$ cat config.mk
export PLATFORM = sky130hd
export DESIGN_NAME = sqmm_mac
export DESIGN_NICKNAME = d
export VERILOG_FILES = /design/src/hw/rtl/sqmm_pkg.sv /design/src/hw/rtl/sqmm_mac.sv
export SDC_FILE = /design/constraint.sdc
export NUM_CORES = 2
export LEC_CHECK = 0
export ABC_AREA = 1
export BUFFER_PORTS_ARGS = -buffer_cell sky130_fd_sc_hd__buf_2
export CORE_MARGIN = 4
export CORE_UTILIZATION = 50
export DETAILED_ROUTE_END_ITERATION = 10
export GPL_TIMING_DRIVEN = 0
export PLACE_DENSITY = 0.73
export SETUP_SLACK_MARGIN = 0.15
export SLEW_MARGIN = 40
export SYNTH_ARGS = -nofsm -noshare
export SYNTH_HDL_FRONTEND = slang
export SYNTH_SLANG_ARGS = --single-unit
$ cat constraint.sdc
create_clock -name clock -period 7.8 [get_ports clock]
set_clock_uncertainty 0.15 [all_clocks]
set_input_delay 0.39 -clock clock [delete_from_list [all_inputs] [get_ports clock]]
set_output_delay 0.39 -clock clock [all_outputs]
set_load 0.02 [all_outputs]
$ cat src/hw/rtl/sqmm_pkg.sv
// Shared types and constants for the square matrix multiplier.
// Used by the channel interfaces, the MAC unit and the top level.
package sqmm_pkg;

   localparam int DEFAULT_MAX_ORDER     = 8;
   localparam int DEFAULT_FRACTION_BITS = 16;

   localparam int ELEMENT_W = 32;
   localparam int SIZE_W    = 4;

   localparam logic [SIZE_W-1:0] RESET_SIZE = 4'd8;

   // word kind on the request channel
   localparam logic KIND_LEFT  = 1'b0;
   localparam logic KIND_RIGHT = 1'b1;

   // tags that travel with each operand pair through the MAC pipeline
   typedef struct packed {
      logic valid;
      logic first;   // first term of a dot product
      logic last;    // last term of a dot product
      logic fin;     // last term of the whole product
   } mac_ctl_type;

   // one finished entry leaving the MAC unit
   typedef struct packed {
      logic                        valid;
      logic                        fin;
      logic signed [ELEMENT_W-1:0] data;
   } mac_res_type;

endpackage

$ cat src/hw/rtl/sqmm_mac.sv
// Shared multiply-accumulate unit: multiply, accumulate, round, saturate.
// Depends on sqmm_pkg for the control and result structs.
module sqmm_mac #(
   parameter int MAX_ORDER     = sqmm_pkg::DEFAULT_MAX_ORDER,
   parameter int FRACTION_BITS = sqmm_pkg::DEFAULT_FRACTION_BITS
) (
   input  logic                                  clock,
   input  logic                                  reset,
   input  sqmm_pkg::mac_ctl_type                 op_ctl,
   input  logic signed [sqmm_pkg::ELEMENT_W-1:0] op_left,
   input  logic signed [sqmm_pkg::ELEMENT_W-1:0] op_right,
   output sqmm_pkg::mac_res_type                 result
);
   import sqmm_pkg::*;

   localparam int PROD_W = 2 * ELEMENT_W;
   localparam int ACC_W  = PROD_W + $clog2(MAX_ORDER) + 1;
   localparam logic signed [ACC_W-1:0] HALF = (ACC_W'(1) << FRACTION_BITS) >> 1;

   mac_ctl_type               ctl_mul_ff, ctl_acc_ff;
   logic                      rnd_valid_ff, rnd_fin_ff;
   logic signed [PROD_W-1:0]  mul_ff;
   logic signed [ACC_W-1:0]   acc_ff, acc_in;
   logic signed [ACC_W-1:0]   rnd_ff;
   logic signed [ACC_W-1:0]   shifted;
   logic [ACC_W-32:0]         upper;
   logic signed [ELEMENT_W-1:0] sat_data;

   always_comb begin
      if (ctl_mul_ff.first) begin
         acc_in = ACC_W'(mul_ff);
      end else begin
         acc_in = acc_ff + ACC_W'(mul_ff);
      end
   end

   // round to nearest (ties up) already added; clamp to 32 bits
   always_comb begin
      shifted = rnd_ff >>> FRACTION_BITS;
      upper   = shifted[ACC_W-1:ELEMENT_W-1];
      if ((&upper) || !(|upper)) begin
         sat_data = shifted[ELEMENT_W-1:0];
      end else if (rnd_ff[ACC_W-1]) begin
         sat_data = {1'b1, {(ELEMENT_W-1){1'b0}}};
      end else begin
         sat_data = {1'b0, {(ELEMENT_W-1){1'b1}}};
      end
   end

   assign result.valid = rnd_valid_ff;
   assign result.fin   = rnd_fin_ff;
   assign result.data  = sat_data;

   always_ff @(posedge clock) begin
      if (reset) begin
         ctl_mul_ff   <= '0;
         ctl_acc_ff   <= '0;
         rnd_valid_ff <= 1'b0;
         rnd_fin_ff   <= 1'b0;
      end else begin
         ctl_mul_ff   <= op_ctl;
         ctl_acc_ff   <= ctl_mul_ff;
         rnd_valid_ff <= ctl_acc_ff.valid && ctl_acc_ff.last;
         rnd_fin_ff   <= ctl_acc_ff.fin;
      end
   end

   always_ff @(posedge clock) begin
      mul_ff <= op_left * op_right;
      if (ctl_mul_ff.valid) begin
         acc_ff <= acc_in;
      end
      if (ctl_acc_ff.valid && ctl_acc_ff.last) begin
         rnd_ff <= acc_ff + HALF;
      end
   end

endmodule
==> results.yml <==
clock_tree:
  cts_buffers: 17
  cts.clk_slew.worst_paths_ns: 0.08
  clk_path_buf_depth: 2
  clock_latency_ns: 0.46
  htree_levels: 4
  cts_root_buf: "clkbuf_16"
  cts_sinks: 193
  cts_tree: "done"
yosys:
  yosysWarnings: 0
  synth-seq-cells: 193
  avgSynthCellArea_sq_um: 7.630
  synth.distinct_cells: 50
  syn_area_sq_um: 51320
  synth-edff-count: 120
  ys_seq_area_share_pct: 9.870
  synthFlopType: "edfxtp_1"
  synthesis.nets: 8131
  syn_inst: 6726
  async_flop_share_pct: 0
sta:
  slew-limit-headroom_pct: 34.77
  grt_setup_unrepaired: "yes"
  finalCritPeriodShare_pct: 97.68
  max_freq_mhz: 131.2
  setup_ws_ns: 0.1807
  slew_violations: 0
  tightest_slew_ns: 0.9785
  setup_viol: 0
  finalSetupTns_ns: 0
  hold_viol_final: 0
  post-route-min-period_ns: 7.619
placed_design:
  pre_cts_ws_ns: -0.9917
  numPortBuffers: 102
  place.detailed.hpwl_um: 168500
  place_congestion: 1.037
die:
  fp.dieW_um: 328.4
  dieArea_sq_um: 107800
  ioPinCount: 104
  die_y_um: 328.4
  core_area_sq_um: 101900
  start_util_pct: 50.37
  rows: 117
finish:
  fin_nets: 8271
  drive_gt1_share_pct: 5.800
  fin_util_pct: 53.60
  n_fill_cell: 9978
  area_growth_syn_to_layout_pct: 6.415
grt:
  grt_max_degree: 52
  grt_pass1_vias: 46095
  grt_pass1_wl_um: 290700
  grt.total_usage_pct: 36.83
  antenna_found_initial: 5
  gr-total-overflow: 0
routing:
  vias_per_cell: 5.440
  dr.pass1.iters: 6
  routedWlPerCell_um: 23.61
  vias: 44873
  drt_wl_total_um: 194800
  first_iter_violations: 4142
  drc_errors: 0
  antenna_left: 0
setup_path:
  worst-path-max-fanout: 10
  crit_path_end_kind: "register"
  r2r_slack_ns: 4.37
  arrival_ns: 7.81
  worstPathRequired_ns: 7.99
  path_cells: "buf_2 > clkbuf_2 > nand2_1 > fa_1 > fa_1 > inv_1 > fa_1 > fa_1 > fa_1 > fa_1 > fa_1 > inv_1 > fa_1 > inv_1 > ha_1 > a21oi_1 > o21ai_0 > a21oi_1 > o21ai_0 > a21o_1 > nand2_1 > nand2_1 > nand2_1 > nand2_1"
  crit_type: "in2reg"
  slowest_delay_ns: 0.65
  critical_path.most_common_cell: "fa_1"
  cp-start-kind: "input pin"
  cpMaxStageDelayCell: "fa_1"
run:
  maxCapViolCount: 0
status:
  outcome: "complete, no violations"
min_path:
  hp-class: "in2reg"
[Yosys cell counts, drive strengths merged (26+ instances only)]
master | count | area (sq um)
a21oi | 169 | 845.8
clkbuf | 205 | 769.5
dfxtp | 73 | 1461
edfxtp | 120 | 3603
fa | 1083 | 21680
ha | 252 | 3153
inv | 1909 | 7166
nand2 | 1936 | 7282
nand3 | 163 | 843.3
nand4 | 49 | 312.8
nor2 | 357 | 1375
nor3 | 38 | 221.5
o21ai | 99 | 499.2
o21bai | 26 | 198.9
or2 | 31 | 193.9
xnor2 | 39 | 341.6
xor2 | 76 | 665.6
[layout by cell type, fill, tap and decap left out, drive strengths merged, types with 2 or more instances in the layout]
cell type / n
nand3b: 22
nand2: 1936
ha: 252
fa: 1083
and3: 2
a21o: 13
nor4: 22
nand4: 49
clkinvlp: 3
xnor2: 39
dlygate4sd3: 4
dfxtp: 73
inv: 1913
nand3: 163
nor3: 38
or2: 31
clkbuf: 209
a31oi: 10
o21bai: 26
o21ai: 99
xor2: 76
o31ai: 2
nand2b: 2
nor2: 357
o211ai: 7
a21boi: 4
a21oi: 169
edfxtp: 120
buf: 143
clkinv: 6
[kinds of logic after synthesis]
kind of cell	after synthesis	share of synthesized area, %
AND/OR/NAND/NOR	2626	20.64
buffers and inverters	2125	15.57
adder cells (fa/ha/maj)	1335	48.39
AO/OA/AOI/OAI	332	3.565
flip-flops	193	9.870
XOR/XNOR	115	1.963
[cell type report]
class,count,area (sq um),share of cell area (%)
multi-input cells,4408,38320,70.16
clock buffers,19,464.2,0.8500
well taps,1368,1712,3.134
clock inverters,13,116.4,0.2131
flip-flops and latches,193,5069,9.281
repair buffers,121,693.2,1.269
plain buffers,216,1061,1.943
diodes,1,2.502,0.004582
inverters,1909,7176,13.14
[registers in the layout, summed over array words and instances, names as in the netlist]
name,cells
acc_ff,68
mul_ff,64
rnd_ff,52
ctl_mul_ff,4
ctl_acc_ff,3
rnd_fin_ff,1
rnd_valid_ff,1
[layer usage]
layer	wire (um)	GRT usage, %	part of all wire, %	vias up
met2	83710	55.89	43	2701
met4	12330	18.34	6.3	5
li1	-	-	-	19569
met5	202	1.268	0.10	-
met3	24440	10.05	13	585
met1	74080	48.73	38	22013
[metrics by stage]
| stage | cells | hold WS [ns] | instance area [sq um] |
|---|---|---|---|
| 6_report | 8248 | 0.07378 | 54610 |
| 5_1_grt | 8247 | 0.09287 | 54610 |
| 4_1_cts | 8242 | 0.06366 | 54410 |
| 3_5_place_dp | 8202 | 0.2468 | 53720 |
| 3_3_place_gp | 8196 | 0.2392 | 53540 |
| 2_1_floorplan | 6726 | 0.2383 | 51320 |
[timing repair]
item,CTS,global route
setup buffers,4,4
setup endpoints to repair,20,30
hold buffers,4,0
endpoints found under the hold margin,4,0
pin swaps,2,1
resized for setup,28,176
[final timing paths]
kind | startpoint | endpoint | depth (start not counted)
max | op_right[19] | mul_ff[61] | 24
min | op_right[0] | mul_ff[0] | 3
max reg2reg | mul_ff[0] | acc_ff[52] | 17
min reg2reg | ctl_acc_ff[0] | rnd_fin_ff | 2
[critical path: cells and delay by family]
kind,cells,cell delay [ns]
compound gates,5,1.30
fa+ha+maj,9,4.58
buf+inv,5,0.94
simple gates,5,0.53
Power is left out: the tool's default activity adds up to more than one toggle a clock period on the data nets, which glitch-free logic cannot reach.
